### config.mk
export PLATFORM = sky130hd
export DESIGN_NAME = tls_client_hello_sni_alpn_parser_unit
export DESIGN_NICKNAME = d
export VERILOG_FILES = /design/src/rtl/tlsch_pkg.sv /design/src/rtl/tlsch_regs.sv /design/src/rtl/tlsch_core.sv /design/src/rtl/tlsch_outq.sv /design/src/rtl/tls_client_hello_sni_alpn_parser_unit.sv
export SDC_FILE = /design/constraint.sdc
export NUM_CORES = 1
export LEC_CHECK = 0
export BUFFER_PORTS_ARGS = -buffer_cell sky130_fd_sc_hd__buf_2
export CAP_MARGIN = 20
export CELL_PAD_IN_SITES_DETAIL_PLACEMENT = 1
export CELL_PAD_IN_SITES_GLOBAL_PLACEMENT = 1
export CORE_UTILIZATION = 44
export DETAILED_ROUTE_END_ITERATION = 7
export GPL_ROUTABILITY_DRIVEN = 1
export PLACE_DENSITY_LB_ADDON = 0.1
export REMOVE_ABC_BUFFERS = 1
export SYNTH_ARGS = -nofsm -noshare
export SYNTH_HDL_FRONTEND = slang
export SYNTH_SLANG_ARGS = --single-unit
export TNS_END_PERCENT = 10
### constraint.sdc
create_clock -name clk_i -period 10.9 [get_ports clk_i]
set_clock_uncertainty 0.1 [all_clocks]
set_input_delay 1.09 -clock clk_i [delete_from_list [all_inputs] [get_ports clk_i]]
set_output_delay 1.09 -clock clk_i [all_outputs]
set_load 0.005 [all_outputs]
### src/rtl/tlsch_pkg.sv
// Package for the TLS ClientHello SNI/ALPN parser: item types, codes, constants.
// Used by every module under rtl/.
package tlsch_pkg;

  localparam logic [15:0] MaxRecordLenRst = 16'd18432;
  localparam logic [23:0] MaxHelloLenRst  = 24'd1048576;

  localparam logic [1:0] KindSni     = 2'd0;
  localparam logic [1:0] KindAlpn    = 2'd1;
  localparam logic [1:0] KindVerdict = 2'd2;

  localparam logic [1:0] StParsed  = 2'd0;
  localparam logic [1:0] StNeed    = 2'd1;
  localparam logic [1:0] StNoMatch = 2'd2;
  localparam logic [1:0] StMal     = 2'd3;

  localparam logic [1:0] CauseNone     = 2'd0;
  localparam logic [1:0] CauseRecord   = 2'd1;
  localparam logic [1:0] CauseHello    = 2'd2;
  localparam logic [1:0] CauseMisalign = 2'd3;

  localparam logic CmdData = 1'b0;
  localparam logic CmdEnd  = 1'b1;

  localparam logic [1:0] RegMaxRecord = 2'd0;
  localparam logic [1:0] RegMaxHello  = 2'd1;

  typedef struct packed {
    logic       cmd;
    logic [7:0] data_byte;
  } in_item_t;

  typedef struct packed {
    logic [1:0]  kind;
    logic [7:0]  name_byte;
    logic        name_end;
    logic [1:0]  status;
    logic [1:0]  error_cause;
    logic [15:0] client_version;
    logic        last_in_step;
  } out_item_t;

  // result pair of one step
  typedef struct packed {
    logic      v0;
    logic      v1;
    out_item_t r0;
    out_item_t r1;
  } step_res_t;

  typedef struct packed {
    logic [15:0] max_record_length;
    logic [23:0] max_hello_length;
  } cfg_t;

endpackage

### src/rtl/tlsch_regs.sv
// APB-style register file for the two length limits.
// Depends on tlsch_pkg.
module tlsch_regs import tlsch_pkg::*; (
  input  logic        clk_i,
  input  logic        rst_ni,
  input  logic        psel,
  input  logic        penable,
  input  logic        pwrite,
  input  logic [2:0]  paddr,
  input  logic [31:0] pwdata,
  output logic [31:0] prdata,
  output logic        pready,
  output cfg_t        cfg_o
);
  cfg_t cfg_q;
  logic [1:0] idx;
  assign idx = paddr[2] ? RegMaxHello : RegMaxRecord;
  assign pready = 1'b1;

  always_ff @(posedge clk_i or negedge rst_ni) begin
    if (!rst_ni) begin
      cfg_q.max_record_length <= MaxRecordLenRst;
      cfg_q.max_hello_length  <= MaxHelloLenRst;
    end else if (psel && penable && pwrite) begin
      unique case (idx)
        RegMaxRecord: cfg_q.max_record_length <= pwdata[15:0];
        RegMaxHello:  cfg_q.max_hello_length  <= pwdata[23:0];
        default: ;
      endcase
    end
  end

  always_comb begin
    unique case (idx)
      RegMaxRecord: prdata = {16'd0, cfg_q.max_record_length};
      RegMaxHello:  prdata = {8'd0, cfg_q.max_hello_length};
      default:      prdata = 32'd0;
    endcase
  end

  assign cfg_o = cfg_q;
endmodule

### src/rtl/tlsch_core.sv
// Parser state machine: record layer, handshake header and hello body walk.
// One byte per cycle while en_i is high; emits up to two results per byte. Depends on tlsch_pkg.
module tlsch_core import tlsch_pkg::*; (
  input  logic      clk_i,
  input  logic      rst_ni,
  input  logic      en_i,
  input  in_item_t  item_i,
  input  cfg_t      cfg_i,
  output step_res_t res_o
);
  typedef enum logic [4:0] {
    PhFixed, PhSessLen, PhSessSkip, PhCiphLen, PhCiphSkip, PhCompLen, PhCompSkip,
    PhExtsLen, PhExtHdr, PhExtSkip, PhSniListLen, PhSniEntHdr, PhSniEntSkip,
    PhSniName, PhAlpnListLen, PhAlpnLen, PhAlpnName, PhDone
  } phase_e;

  logic [2:0]  rph_q, rph_d;
  logic [31:0] rhdr_q, rhdr_d;   // first four header bytes are enough
  logic [15:0] rrem_q, rrem_d;
  logic        pseen_q, pseen_d;
  logic [31:0] hhdr_q, hhdr_d;
  logic [2:0]  hcnt_q, hcnt_d;
  logic [23:0] hrem_q, hrem_d;
  phase_e      ph_q, ph_d;
  logic [5:0]  fo_q, fo_d;
  logic [15:0] frem_q, frem_d, exsr_q, exsr_d, exr_q, exr_d, lrem_q, lrem_d;
  logic [15:0] va_q, va_d, etype_q, etype_d, ver_q, ver_d;
  logic [7:0]  entt_q, entt_d;
  logic [4:0]  pend_q, pend_d;
  logic        given_q, given_d;

  // locals of the step
  logic [7:0]  b;
  logic [39:0] hdr5;
  logic [15:0] v16, len;
  logic [31:0] hh;
  logic        hdr_ok;
  step_res_t   r;

  function automatic out_item_t mk(logic [1:0] k, logic [7:0] nb, logic ne,
                                   logic [1:0] st, logic [1:0] c, logic [15:0] ve);
    out_item_t o;
    o.kind = k; o.name_byte = nb; o.name_end = ne; o.status = st;
    o.error_cause = c; o.client_version = ve; o.last_in_step = 1'b0;
    return o;
  endfunction

  always_comb begin
    rph_d = rph_q; rhdr_d = rhdr_q; rrem_d = rrem_q; pseen_d = pseen_q;
    hhdr_d = hhdr_q; hcnt_d = hcnt_q; hrem_d = hrem_q; ph_d = ph_q; fo_d = fo_q;
    frem_d = frem_q; exsr_d = exsr_q; exr_d = exr_q; lrem_d = lrem_q;
    va_d = va_q; etype_d = etype_q; entt_d = entt_q; ver_d = ver_q;
    pend_d = pend_q; given_d = given_q;
    r = '0;
    b = item_i.data_byte;
    hdr5 = {rhdr_q, b};
    v16 = '0; len = '0; hh = '0; hdr_ok = 1'b0;

    if (item_i.cmd == CmdEnd) begin
      if (!given_q) begin
        r.v0 = 1'b1; r.r0 = mk(KindVerdict, 8'd0, 1'b0, StNeed, CauseNone, 16'd0);
      end
      rph_d = '0; rhdr_d = '0; rrem_d = '0; pseen_d = 1'b0; hhdr_d = '0; hcnt_d = '0;
      hrem_d = '0; ph_d = PhFixed; fo_d = '0; frem_d = '0; exsr_d = '0; exr_d = '0;
      lrem_d = '0; va_d = '0; etype_d = '0; entt_d = '0; ver_d = '0; pend_d = '0;
      given_d = 1'b0;
    end else if (!given_q) begin
      if (rph_q < 3'd5) begin
        rhdr_d = hdr5[31:0];
        rph_d = rph_q + 3'd1;
        if (rph_q == 3'd4) begin
          len = hdr5[15:0];
          if (hdr5[39:32] != 8'd22 || hdr5[31:24] != 8'd3) begin
            r.v0 = 1'b1; given_d = 1'b1;
            r.r0 = mk(KindVerdict, 8'd0, 1'b0, pseen_q ? StMal : StNoMatch, CauseNone, 16'd0);
          end else if (len > cfg_i.max_record_length) begin
            r.v0 = 1'b1; given_d = 1'b1;
            r.r0 = mk(KindVerdict, 8'd0, 1'b0, StMal, CauseRecord, 16'd0);
          end else begin
            rrem_d = len;
          end
        end
      end else begin
        if (rrem_q != 0) rrem_d = rrem_q - 16'd1;
        pseen_d = 1'b1;
        if (hcnt_q < 3'd4) begin
          hhdr_d = {hhdr_q[23:0], b};
          hcnt_d = hcnt_q + 3'd1;
          if (hcnt_q == 3'd3) hrem_d = {hhdr_q[15:0], b};
        end else if (hrem_q != 0) begin
          hrem_d = hrem_q - 24'd1;
          if (hhdr_q[31:24] == 8'd1 && hhdr_q[23:0] <= cfg_i.max_hello_length
              && ph_q != PhDone) begin
            // body walk; hrem_d is the decremented remaining length
            unique case (ph_q)
              PhFixed: begin
                if (fo_q < 6'd2) ver_d = {ver_q[7:0], b};
                fo_d = fo_q + 6'd1;
                if (fo_q == 6'd33) begin fo_d = '0; ph_d = PhSessLen; end
              end
              PhSessLen: begin
                if ({16'd0, b} > hrem_d) begin pend_d = {1'b1, StMal, CauseNone}; ph_d = PhDone; end
                else begin
                  frem_d = {8'd0, b}; fo_d = '0;
                  ph_d = (b != 0) ? PhSessSkip : PhCiphLen;
                end
              end
              PhSessSkip: begin
                if (frem_q <= 16'd1) begin frem_d = '0; fo_d = '0; ph_d = PhCiphLen; end
                else frem_d = frem_q - 16'd1;
              end
              PhCiphLen: begin
                va_d = {va_q[7:0], b};
                if (fo_q == 6'd0) fo_d = 6'd1;
                else begin
                  fo_d = '0;
                  v16 = {va_q[7:0], b};
                  if (v16 == 0 || v16[0] || {8'd0, v16} > hrem_d) begin
                    pend_d = {1'b1, StMal, CauseNone}; ph_d = PhDone;
                  end else begin frem_d = v16; ph_d = PhCiphSkip; end
                end
              end
              PhCiphSkip: begin
                if (frem_q <= 16'd1) begin frem_d = '0; ph_d = PhCompLen; end
                else frem_d = frem_q - 16'd1;
              end
              PhCompLen: begin
                if ({16'd0, b} > hrem_d) begin pend_d = {1'b1, StMal, CauseNone}; ph_d = PhDone; end
                else if (b == 0) begin
                  fo_d = '0;
                  if (hrem_d == 0) begin pend_d = {1'b1, StParsed, CauseNone}; ph_d = PhDone; end
                  else ph_d = PhExtsLen;
                end else begin frem_d = {8'd0, b}; ph_d = PhCompSkip; end
              end
              PhCompSkip: begin
                if (frem_q <= 16'd1) begin
                  frem_d = '0; fo_d = '0;
                  if (hrem_d == 0) begin pend_d = {1'b1, StParsed, CauseNone}; ph_d = PhDone; end
                  else ph_d = PhExtsLen;
                end else frem_d = frem_q - 16'd1;
              end
              PhExtsLen: begin
                va_d = {va_q[7:0], b};
                if (fo_q == 6'd0) fo_d = 6'd1;
                else begin
                  fo_d = '0;
                  v16 = {va_q[7:0], b};
                  if ({8'd0, v16} > hrem_d) begin pend_d = {1'b1, StMal, CauseNone}; ph_d = PhDone; end
                  else begin
                    exsr_d = v16;
                    if (v16 == 0) begin pend_d = {1'b1, StParsed, CauseNone}; ph_d = PhDone; end
                    else if (v16 < 16'd4) begin pend_d = {1'b1, StMal, CauseMisalign}; ph_d = PhDone; end
                    else ph_d = PhExtHdr;
                  end
                end
              end
              PhDone: ;
              default: begin
                // extension block
                if (exsr_q != 0) exsr_d = exsr_q - 16'd1;
                if (ph_q == PhExtHdr) begin
                  va_d = {va_q[7:0], b};
                  fo_d = fo_q + 6'd1;
                  if (fo_q == 6'd1) etype_d = {va_q[7:0], b};
                  if (fo_q == 6'd3) begin
                    fo_d = '0;
                    v16 = {va_q[7:0], b};
                    if (v16 > exsr_d) begin pend_d = {1'b1, StMal, CauseNone}; ph_d = PhDone; end
                    else begin
                      exr_d = v16;
                      if (etype_q == 16'd0 && v16 >= 16'd5) ph_d = PhSniListLen;
                      else if (etype_q == 16'd16 && v16 >= 16'd3) ph_d = PhAlpnListLen;
                      else if (v16 != 0) ph_d = PhExtSkip;
                      else if (exsr_d == 0) begin pend_d = {1'b1, StParsed, CauseNone}; ph_d = PhDone; end
                      else if (exsr_d < 16'd4) begin pend_d = {1'b1, StMal, CauseMisalign}; ph_d = PhDone; end
                      else ph_d = PhExtHdr;
                    end
                  end
                end else begin
                  if (exr_q != 0) exr_d = exr_q - 16'd1;
                  if (ph_q == PhExtSkip) begin
                    if (exr_d == 0) begin
                      fo_d = '0;
                      if (exsr_d == 0) begin pend_d = {1'b1, StParsed, CauseNone}; ph_d = PhDone; end
                      else if (exsr_d < 16'd4) begin pend_d = {1'b1, StMal, CauseMisalign}; ph_d = PhDone; end
                      else ph_d = PhExtHdr;
                    end
                  end else if (ph_q == PhSniListLen || ph_q == PhAlpnListLen) begin
                    va_d = {va_q[7:0], b};
                    if (fo_q == 6'd0) fo_d = 6'd1;
                    else begin
                      fo_d = '0;
                      v16 = {va_q[7:0], b};
                      if (v16 > exr_d) begin pend_d = {1'b1, StMal, CauseNone}; ph_d = PhDone; end
                      else begin
                        lrem_d = v16;
                        if ((ph_q == PhSniListLen && v16 >= 16'd3)
                            || (ph_q == PhAlpnListLen && v16 != 0))
                          ph_d = (ph_q == PhSniListLen) ? PhSniEntHdr : PhAlpnLen;
                        else if (exr_d != 0) ph_d = PhExtSkip;
                        else if (exsr_d == 0) begin pend_d = {1'b1, StParsed, CauseNone}; ph_d = PhDone; end
                        else if (exsr_d < 16'd4) begin pend_d = {1'b1, StMal, CauseMisalign}; ph_d = PhDone; end
                        else ph_d = PhExtHdr;
                      end
                    end
                  end else begin
                    if (lrem_q != 0) lrem_d = lrem_q - 16'd1;
                    v16 = '0;
                    unique case (ph_q)
                      PhSniEntHdr: begin
                        fo_d = fo_q + 6'd1;
                        if (fo_q == 6'd0) begin entt_d = b; va_d = '0; end
                        else begin
                          va_d = {va_q[7:0], b};
                          if (fo_q == 6'd2) begin
                            fo_d = '0;
                            v16 = {va_q[7:0], b};
                            if (v16 > lrem_d) begin pend_d = {1'b1, StMal, CauseNone}; ph_d = PhDone; end
                            else if (v16 != 0) begin
                              frem_d = v16;
                              ph_d = (entt_q == 8'd0) ? PhSniName : PhSniEntSkip;
                            end else if (lrem_d >= 16'd3) ph_d = PhSniEntHdr;
                            else if (exr_d != 0) ph_d = PhExtSkip;
                            else if (exsr_d == 0) begin pend_d = {1'b1, StParsed, CauseNone}; ph_d = PhDone; end
                            else if (exsr_d < 16'd4) begin pend_d = {1'b1, StMal, CauseMisalign}; ph_d = PhDone; end
                            else ph_d = PhExtHdr;
                          end
                        end
                      end
                      PhSniEntSkip: begin
                        frem_d = (frem_q != 0) ? frem_q - 16'd1 : '0;
                        if (frem_q <= 16'd1) begin
                          fo_d = '0;
                          if (lrem_d >= 16'd3) ph_d = PhSniEntHdr;
                          else if (exr_d != 0) ph_d = PhExtSkip;
                          else if (exsr_d == 0) begin pend_d = {1'b1, StParsed, CauseNone}; ph_d = PhDone; end
                          else if (exsr_d < 16'd4) begin pend_d = {1'b1, StMal, CauseMisalign}; ph_d = PhDone; end
                          else ph_d = PhExtHdr;
                        end
                      end
                      PhSniName: begin
                        frem_d = (frem_q != 0) ? frem_q - 16'd1 : '0;
                        if (b < 8'h21 || b > 8'h7e) begin
                          pend_d = {1'b1, StMal, CauseNone}; ph_d = PhDone;
                        end else begin
                          r.v0 = 1'b1;
                          r.r0 = mk(KindSni, b, frem_q <= 16'd1, StParsed, CauseNone, 16'd0);
                          if (frem_q <= 16'd1) begin
                            if (exr_d != 0) ph_d = PhExtSkip;
                            else begin
                              fo_d = '0;
                              if (exsr_d == 0) begin pend_d = {1'b1, StParsed, CauseNone}; ph_d = PhDone; end
                              else if (exsr_d < 16'd4) begin pend_d = {1'b1, StMal, CauseMisalign}; ph_d = PhDone; end
                              else ph_d = PhExtHdr;
                            end
                          end
                        end
                      end
                      PhAlpnLen: begin
                        if (b == 0 || {8'd0, b} > lrem_d) begin
                          pend_d = {1'b1, StMal, CauseNone}; ph_d = PhDone;
                        end else begin frem_d = {8'd0, b}; ph_d = PhAlpnName; end
                      end
                      PhAlpnName: begin
                        frem_d = (frem_q != 0) ? frem_q - 16'd1 : '0;
                        r.v0 = 1'b1;
                        r.r0 = mk(KindAlpn, b, frem_q <= 16'd1, StParsed, CauseNone, 16'd0);
                        if (frem_q <= 16'd1) begin
                          if (lrem_d != 0) ph_d = PhAlpnLen;
                          else if (exr_d != 0) ph_d = PhExtSkip;
                          else begin
                            fo_d = '0;
                            if (exsr_d == 0) begin pend_d = {1'b1, StParsed, CauseNone}; ph_d = PhDone; end
                            else if (exsr_d < 16'd4) begin pend_d = {1'b1, StMal, CauseMisalign}; ph_d = PhDone; end
                            else ph_d = PhExtHdr;
                          end
                        end
                      end
                      default: ph_d = PhDone;
                    endcase
                  end
                end
              end
            endcase
          end
        end
        // record end after this payload byte
        if (rrem_q <= 16'd1) begin
          rph_d = '0;
          hh = hhdr_d;
          hdr_ok = 1'b1;
          if (hcnt_d == 3'd4) begin
            if (hh[31:24] != 8'd1) begin
              given_d = 1'b1; r.v1 = 1'b1;
              r.r1 = mk(KindVerdict, 8'd0, 1'b0, StNoMatch, CauseNone, 16'd0);
            end else if (hh[23:0] > cfg_i.max_hello_length) begin
              given_d = 1'b1; r.v1 = 1'b1;
              r.r1 = mk(KindVerdict, 8'd0, 1'b0, StMal, CauseHello, 16'd0);
            end else if (hrem_d == 0) begin
              given_d = 1'b1; r.v1 = 1'b1;
              if (pend_d[4])
                r.r1 = mk(KindVerdict, 8'd0, 1'b0, pend_d[3:2], pend_d[1:0],
                          (pend_d[3:2] == StParsed) ? ver_d : 16'd0);
              else
                r.r1 = mk(KindVerdict, 8'd0, 1'b0, StMal, CauseNone, 16'd0);
            end
          end
        end
      end
      // zero-length record: record end right on the header
      if (rph_q == 3'd4 && !r.v0 && hdr5[15:0] == 16'd0) begin
        rph_d = '0;
        if (hcnt_q == 3'd4) begin
          if (hhdr_q[31:24] != 8'd1) begin
            given_d = 1'b1; r.v1 = 1'b1;
            r.r1 = mk(KindVerdict, 8'd0, 1'b0, StNoMatch, CauseNone, 16'd0);
          end else if (hhdr_q[23:0] > cfg_i.max_hello_length) begin
            given_d = 1'b1; r.v1 = 1'b1;
            r.r1 = mk(KindVerdict, 8'd0, 1'b0, StMal, CauseHello, 16'd0);
          end else if (hrem_q == 0) begin
            given_d = 1'b1; r.v1 = 1'b1;
            if (pend_q[4])
              r.r1 = mk(KindVerdict, 8'd0, 1'b0, pend_q[3:2], pend_q[1:0],
                        (pend_q[3:2] == StParsed) ? ver_q : 16'd0);
            else
              r.r1 = mk(KindVerdict, 8'd0, 1'b0, StMal, CauseNone, 16'd0);
          end
        end
      end
    end
    // pack: compact to slot 0 first, mark last
    if (!r.v0 && r.v1) begin r.v0 = 1'b1; r.r0 = r.r1; r.v1 = 1'b0; end
    if (r.v1) r.r1.last_in_step = 1'b1;
    else if (r.v0) r.r0.last_in_step = 1'b1;
    if (!hdr_ok) hh = '0;
  end

  always_ff @(posedge clk_i or negedge rst_ni) begin
    if (!rst_ni) begin
      rph_q <= '0; rrem_q <= '0; pseen_q <= 1'b0; hcnt_q <= '0; hrem_q <= '0;
      ph_q <= PhFixed; fo_q <= '0; frem_q <= '0; exsr_q <= '0; exr_q <= '0;
      lrem_q <= '0; pend_q <= '0; given_q <= 1'b0;
      rhdr_q <= '0; hhdr_q <= '0; va_q <= '0; etype_q <= '0; entt_q <= '0; ver_q <= '0;
    end else if (en_i) begin
      rph_q <= rph_d; rrem_q <= rrem_d; pseen_q <= pseen_d; hcnt_q <= hcnt_d;
      hrem_q <= hrem_d; ph_q <= ph_d; fo_q <= fo_d; frem_q <= frem_d;
      exsr_q <= exsr_d; exr_q <= exr_d; lrem_q <= lrem_d; pend_q <= pend_d;
      given_q <= given_d; rhdr_q <= rhdr_d; hhdr_q <= hhdr_d; va_q <= va_d;
      etype_q <= etype_d; entt_q <= entt_d; ver_q <= ver_d;
    end
  end

  assign res_o = r;

`ifndef SYNTHESIS
  a_rph_range: assert property (@(posedge clk_i) disable iff (!rst_ni) rph_q <= 3'd5)
    else $error("record phase out of range");
  a_hcnt_range: assert property (@(posedge clk_i) disable iff (!rst_ni) hcnt_q <= 3'd4)
    else $error("handshake header count out of range");
  a_end_clears: assert property (@(posedge clk_i) disable iff (!rst_ni)
    en_i && item_i.cmd == CmdEnd |=> !given_q && rph_q == 3'd0)
    else $error("end of stream did not clear state");
`endif
endmodule

### src/rtl/tlsch_outq.sv
// Output queue: takes a step's one or two results, drains one per cycle while ready_i is high.
// Depends on tlsch_pkg.
module tlsch_outq import tlsch_pkg::*; (
  input  logic      clk_i,
  input  logic      rst_ni,
  input  logic      push_i,
  input  step_res_t res_i,
  output logic      room_o,
  output logic      valid_o,
  output out_item_t item_o,
  input  logic      ready_i
);
  out_item_t  buf_q [4];
  logic [1:0] rd_q, wr_q;
  logic [2:0] cnt_q;
  logic       pop;
  logic [1:0] npush;

  assign pop = valid_o && ready_i;
  assign npush = push_i ? ({1'b0, res_i.v0} + {1'b0, res_i.v1}) : 2'd0;
  assign valid_o = cnt_q != 3'd0;
  assign item_o = buf_q[rd_q];
  // room for two after this cycle's pop
  assign room_o = (cnt_q - {2'd0, pop}) <= 3'd2;

  always_ff @(posedge clk_i) begin
    if (push_i && res_i.v0) buf_q[wr_q] <= res_i.r0;
    if (push_i && res_i.v1) buf_q[wr_q + 2'd1] <= res_i.r1;
  end

  always_ff @(posedge clk_i or negedge rst_ni) begin
    if (!rst_ni) begin
      rd_q <= '0; wr_q <= '0; cnt_q <= '0;
    end else begin
      wr_q <= wr_q + npush;
      rd_q <= rd_q + {1'b0, pop};
      cnt_q <= cnt_q + {1'b0, npush} - {2'd0, pop};
    end
  end

`ifndef SYNTHESIS
  a_cnt: assert property (@(posedge clk_i) disable iff (!rst_ni) cnt_q <= 3'd4)
    else $error("output queue overflow");
  a_nopush_full: assert property (@(posedge clk_i) disable iff (!rst_ni)
    push_i |-> room_o) else $error("push without room");
  a_order: assert property (@(posedge clk_i) disable iff (!rst_ni)
    push_i && res_i.v1 |-> res_i.v0) else $error("result slots out of order");
`endif
endmodule

### src/rtl/tls_client_hello_sni_alpn_parser_unit.sv
// TLS ClientHello SNI/ALPN parser, top level.
// Results of an accepted byte are written into the output queue and leave from its head.
// Throughput: one byte per cycle while the queue has room for two; a byte giving two results
// drains one result at a time through the single-read output queue (four entries).
// Reset: asynchronous active low; stream state cleared, limits to 18432 and 1048576.
// Depends on tlsch_pkg, tlsch_regs, tlsch_core, tlsch_outq.
module tls_client_hello_sni_alpn_parser_unit import tlsch_pkg::*; (
  input  logic        clk_i,
  input  logic        rst_ni,
  input  logic        in_valid_i,
  output logic        in_ready_o,
  input  in_item_t    in_item_i,
  output logic        out_valid_o,
  input  logic        out_ready_i,
  output out_item_t   out_item_o,
  input  logic        psel,
  input  logic        penable,
  input  logic        pwrite,
  input  logic [2:0]  paddr,
  input  logic [31:0] pwdata,
  output logic [31:0] prdata,
  output logic        pready
);
  cfg_t      cfg;
  step_res_t res;
  logic      acc;

  tlsch_regs u_regs (
    .clk_i, .rst_ni, .psel, .penable, .pwrite, .paddr, .pwdata, .prdata, .pready,
    .cfg_o(cfg)
  );

  // byte accepted whenever the queue can absorb a worst-case pair of results
  assign acc = in_valid_i && in_ready_o;

  tlsch_core u_core (
    .clk_i, .rst_ni, .en_i(acc), .item_i(in_item_i), .cfg_i(cfg), .res_o(res)
  );

  tlsch_outq u_outq (
    .clk_i, .rst_ni, .push_i(acc), .res_i(res), .room_o(in_ready_o),
    .valid_o(out_valid_o), .item_o(out_item_o), .ready_i(out_ready_i)
  );
endmodule
==> flow_metrics.env <==
export IMPL_cp_required_ns=11.25
export IMPL_portBuffers=98
export IMPL_critPathLaunchType="flop"
export IMPL_fmax_mhz=129
export IMPL_vias=26800
export IMPL_yosys_area_top_type="dfrtp_1"
export IMPL_hold_buffers=0
export IMPL_clk_latency_ns=0.64
export IMPL_synth_xor_area_share_pct=1.30
export IMPL_layout_nets=3449
export IMPL_fin_crit_ns=7.73
export IMPL_synth_fa_ha_area_share_pct=6.82
export IMPL_synth_edf_count=88
export IMPL_min_period_over_period_pct=70.9
export IMPL_hold_violations=0
export IMPL_powerDensity_mw_per_mm2=227
export IMPL_n_antenna_cell=0
export IMPL_grt_max_degree=181
export IMPL_numCtsBuffers=49
export IMPL_viasPerCell=6.48
export IMPL_area_growth_synth_to_final_pct=11.1
export IMPL_cts_resized=0
export IMPL_synth_simple_gate_area_share_pct=21.5
export IMPL_htreeDepth=2
export IMPL_synthesis_area_sq_mm=0.0284
export IMPL_setup_tns_ns=0
export IMPL_synth_top_family_by_area="simple AND/OR/NAND/NOR gates"
export IMPL_yosysMostFrequentCell="nand2_1"
export IMPL_clockPowerShare_pct=24.7
export IMPL_synth_warnings=0
export IMPL_grt_pass1_vias=27600
export IMPL_combPwrFrac_pct=45.4
export IMPL_ys_top_cells_by_count="nand2_1 (374), dfrtp_1 (284), nor2_1 (274), o21ai_0 (248), a21oi_1 (182)"
export IMPL_fin_ws_ns=3.17
export IMPL_grt_ovfl_total=0
export IMPL_crit_fanout=16
export IMPL_post_place_ws_ns=3.15
export IMPL_synth_seq_cells=415
export IMPL_clockBufferDepth=3
export IMPL_clk_pin_slew_ns=0.06
export IMPL_drv_cap=0
export IMPL_drive_above_1_share_pct=13.9
export IMPL_place_detailed_hpwl_um=73100
export IMPL_cts_tree="done"
export IMPL_clock_sinks=415
export IMPL_p_leak_nw=13.2
export IMPL_dieWidth_um=256
export IMPL_synth_async_reset_ratio_pct=69.2
export IMPL_track_usage_pct=31.7
export IMPL_drt_iter0_drc=2181
export IMPL_cpMaxStageDelayCell="nor3_1"
export IMPL_synthTopCellsByArea="dfrtp_1 (25%), edfxtp_1 (9.3%), ha_1 (6.8%)"
export IMPL_ioPinCount=118
export IMPL_cp_end_kind="flop"
export IMPL_synth_flop_cell="dfrtp_1"
export IMPL_irDropWorstVdd_v=0.000145
export IMPL_setup_violations=0
export IMPL_crit_chain="inv_1 -> ha_1 -> nand4_1 -> o31ai_2 -> buf_4 -> nor3_1 -> a221oi_1 -> nand4_1 -> nor4_1 -> and4_1 -> o21ai_0 -> o21a_1 -> nor2_1 -> inv_1 -> ha_1 -> nor3_1 -> a21oi_1 -> nand2b_1 -> nor3_1"
export IMPL_p_sw_share_pct=43.3
export IMPL_ant_nets=0
export IMPL_yosysSeqAreaShare_pct=37.5
export IMPL_holdCritPathClass="input pin to async pin"
export IMPL_design_core_area_sq_mm=0.0634
export IMPL_crit_arrival_ns=8.07
export IMPL_rsz0062_at_grt="no"
export IMPL_grt_pass1_wl_um=164000
export IMPL_rrSetupSlack_ns=3.17
export IMPL_yosysTopAreaCellShare_pct=25.1
export IMPL_rows=92
export IMPL_drv_slew=0
export IMPL_fp_dieH_um=256
export IMPL_intPower_w=0.00406
export IMPL_worst_pin_slew_ns=1.12
export IMPL_wire_per_inst_um=25.5
export IMPL_outcome="complete, no violations"
export IMPL_drc=0
export IMPL_floorplan_initialDensity_pct=44.7
export IMPL_die_area_sq_mm=0.0655
export IMPL_postCtsSetupBuffers=0
export IMPL_antenna_found_initial=1
export IMPL_syn_inst=3223
export IMPL_path_common_cell="nor3_1"
export IMPL_wl_um=105000
export IMPL_yosysUniqueCellTypes=103
export IMPL_synth_compound_area_share_pct=20.6
export IMPL_total_power_w=0.00716
export IMPL_max_slew_margin_pct=25.1
export IMPL_synthMuxAreaShare_pct=7.63
export IMPL_root_buffer="clkbuf_16"
export IMPL_critPathKind="flop to flop"
export IMPL_max_stage_delay_ns=0.73
export IMPL_switching_power_w=0.00310
export IMPL_syn_mean_instance_area_sq_um=8.80
export IMPL_seqPwrFrac_pct=29.9
export IMPL_drt_first_pass_iters=5
export IMPL_place_congestion=0.962
## kinds of logic (layout without fill, tap and decap cells)
| family | after synthesis | after routing |
|---|---|---|
| AOI/OAI and AO/OA | 886 | 886 |
| xor gates and xnor gates | 42 | 42 |
| adders and majority gates | 154 | 154 |
| buffers and inverters | 322 | 377 |
| DFF | 415 | 415 |
| muxes | 163 | 163 |
| other | 2 | 9 |
| and+or+nand+nor | 1239 | 1239 |
## layout by cell type (no fill, tap or decap), types with 21 or more instances in the layout
| cell | instances |
|---|---|
| a21o_1 | 23 |
| dfrtp_1 | 282 |
| nand4_1 | 53 |
| inv_1 | 116 |
| nor3_1 | 162 |
| nand2b_1 | 27 |
| nor2b_1 | 26 |
| and3_1 | 21 |
| ha_1 | 153 |
| mux2i_1 | 28 |
| o22ai_1 | 24 |
| dfxtp_1 | 40 |
| nand2_1 | 374 |
| nor4_1 | 59 |
| o31ai_1 | 55 |
| nand3_1 | 76 |
| or3_1 | 30 |
| xnor2_1 | 24 |
| buf_4 | 61 |
| mux2_2 | 102 |
| or2_2 | 21 |
| o21ai_0 | 245 |
| a21oi_1 | 182 |
| a22o_1 | 92 |
| buf_2 | 96 |
| nor2_1 | 273 |
| a31oi_1 | 23 |
| mux4_2 | 32 |
| clkbuf_16 | 50 |
| and2_1 | 33 |
| a211oi_1 | 43 |
| edfxtp_1 | 88 |
## final cells by class
| type | instances | area (sq um) |
|---|---|---|
| clock buffers | 61 | 1340 |
| repair buffers | 168 | 1160 |
| flip-flops and latches | 415 | 10600 |
| fillers | 7402 | 31900 |
| inverters | 117 | 439 |
| clock inverters | 31 | 390 |
| well taps | 846 | 1060 |
| multi-input cells | 2493 | 16500 |
## power by group through the flow
stage / Combinational (W) / Clock, W / Sequential (W)
after floorplan: 0.00198 / 0 / 0.00214
after global placement: 0.00303 / 0 / 0.00214
after detailed placement: 0.00315 / 0 / 0.00216
after CTS: 0.00317 / 0.00180 / 0.00213
after global routing: 0.00353 / 0.00186 / 0.00218
final: 0.00325 / 0.00177 / 0.00214
## final timing paths
path,startpoint,depth (start not counted),endpoint
max in group asynchronous,rst_ni,2,u_core.lrem_q[6]
worst max-delay path,u_core.hrem_q[1],19,u_outq.buf_q[3][4]
worst max register to register,u_core.hrem_q[1],19,u_outq.buf_q[3][4]
min in group clk_i,u_outq.buf_q[1][30],2,u_outq.buf_q[1][30]
worst min-delay path,rst_ni,1,u_core.ver_q[10]
worst min register to register,u_outq.buf_q[1][30],2,u_outq.buf_q[1][30]
## routing by layer
| metal | vias up | global-route usage (%) | share of wire [%] |
|---|---|---|---|
| met3 | 215 | 4.23 | 5.9 |
| met2 | 908 | 50.4 | 46 |
| li1 | 12000 | - | - |
| met5 | - | 0 | 0.018 |
| met1 | 13600 | 43.8 | 45 |
| met4 | 2 | 12.1 | 3.7 |
## worst max-delay path: cells and delay by family (launching register included)
family                     cells  cell delay (ns)
adders and majority gates      2             0.75
AOI/OAI and AO/OA              5             1.83
DFF                            1             0.44
buffers and inverters          3             0.58
and+or+nand+nor                9             3.86
## stage by stage
step / hold slack (ns) / cell area (sq um) / util [%] / std cells
after floorplan: 0.320 / 27500 / - / 3025
after global placement: 0.327 / 29600 / 46.7 / 4029
after detailed placement: 0.346 / 29700 / 46.8 / 4032
after CTS: 0.361 / 31400 / 49.5 / 4124
after global routing: 0.388 / 31500 / 49.7 / 4131
final: 0.358 / 31500 / 49.7 / 4131
## sequential cells by signal, indices dropped and copies added (netlist names), 3 cells and up
register,flops
u_regs.cfg_o,40
u_core.exr_q,16
u_core.ver_q,16
u_core.ph_q,5
u_core.rrem_q,16
u_core.etype_q,16
u_core.pend_q,5
u_core.exsr_q,16
u_core.rph_q,3
u_core.frem_q,16
u_outq.cnt_q,3
u_core.rhdr_q,32
u_outq.buf_q,128
u_core.lrem_q,16
u_core.va_q,8
u_core.hhdr_q,32
u_core.entt_q,8
u_core.hcnt_q,3
u_core.fo_q,6
u_core.hrem_q,24
Note: power is estimated with default switching activity, not from simulation.
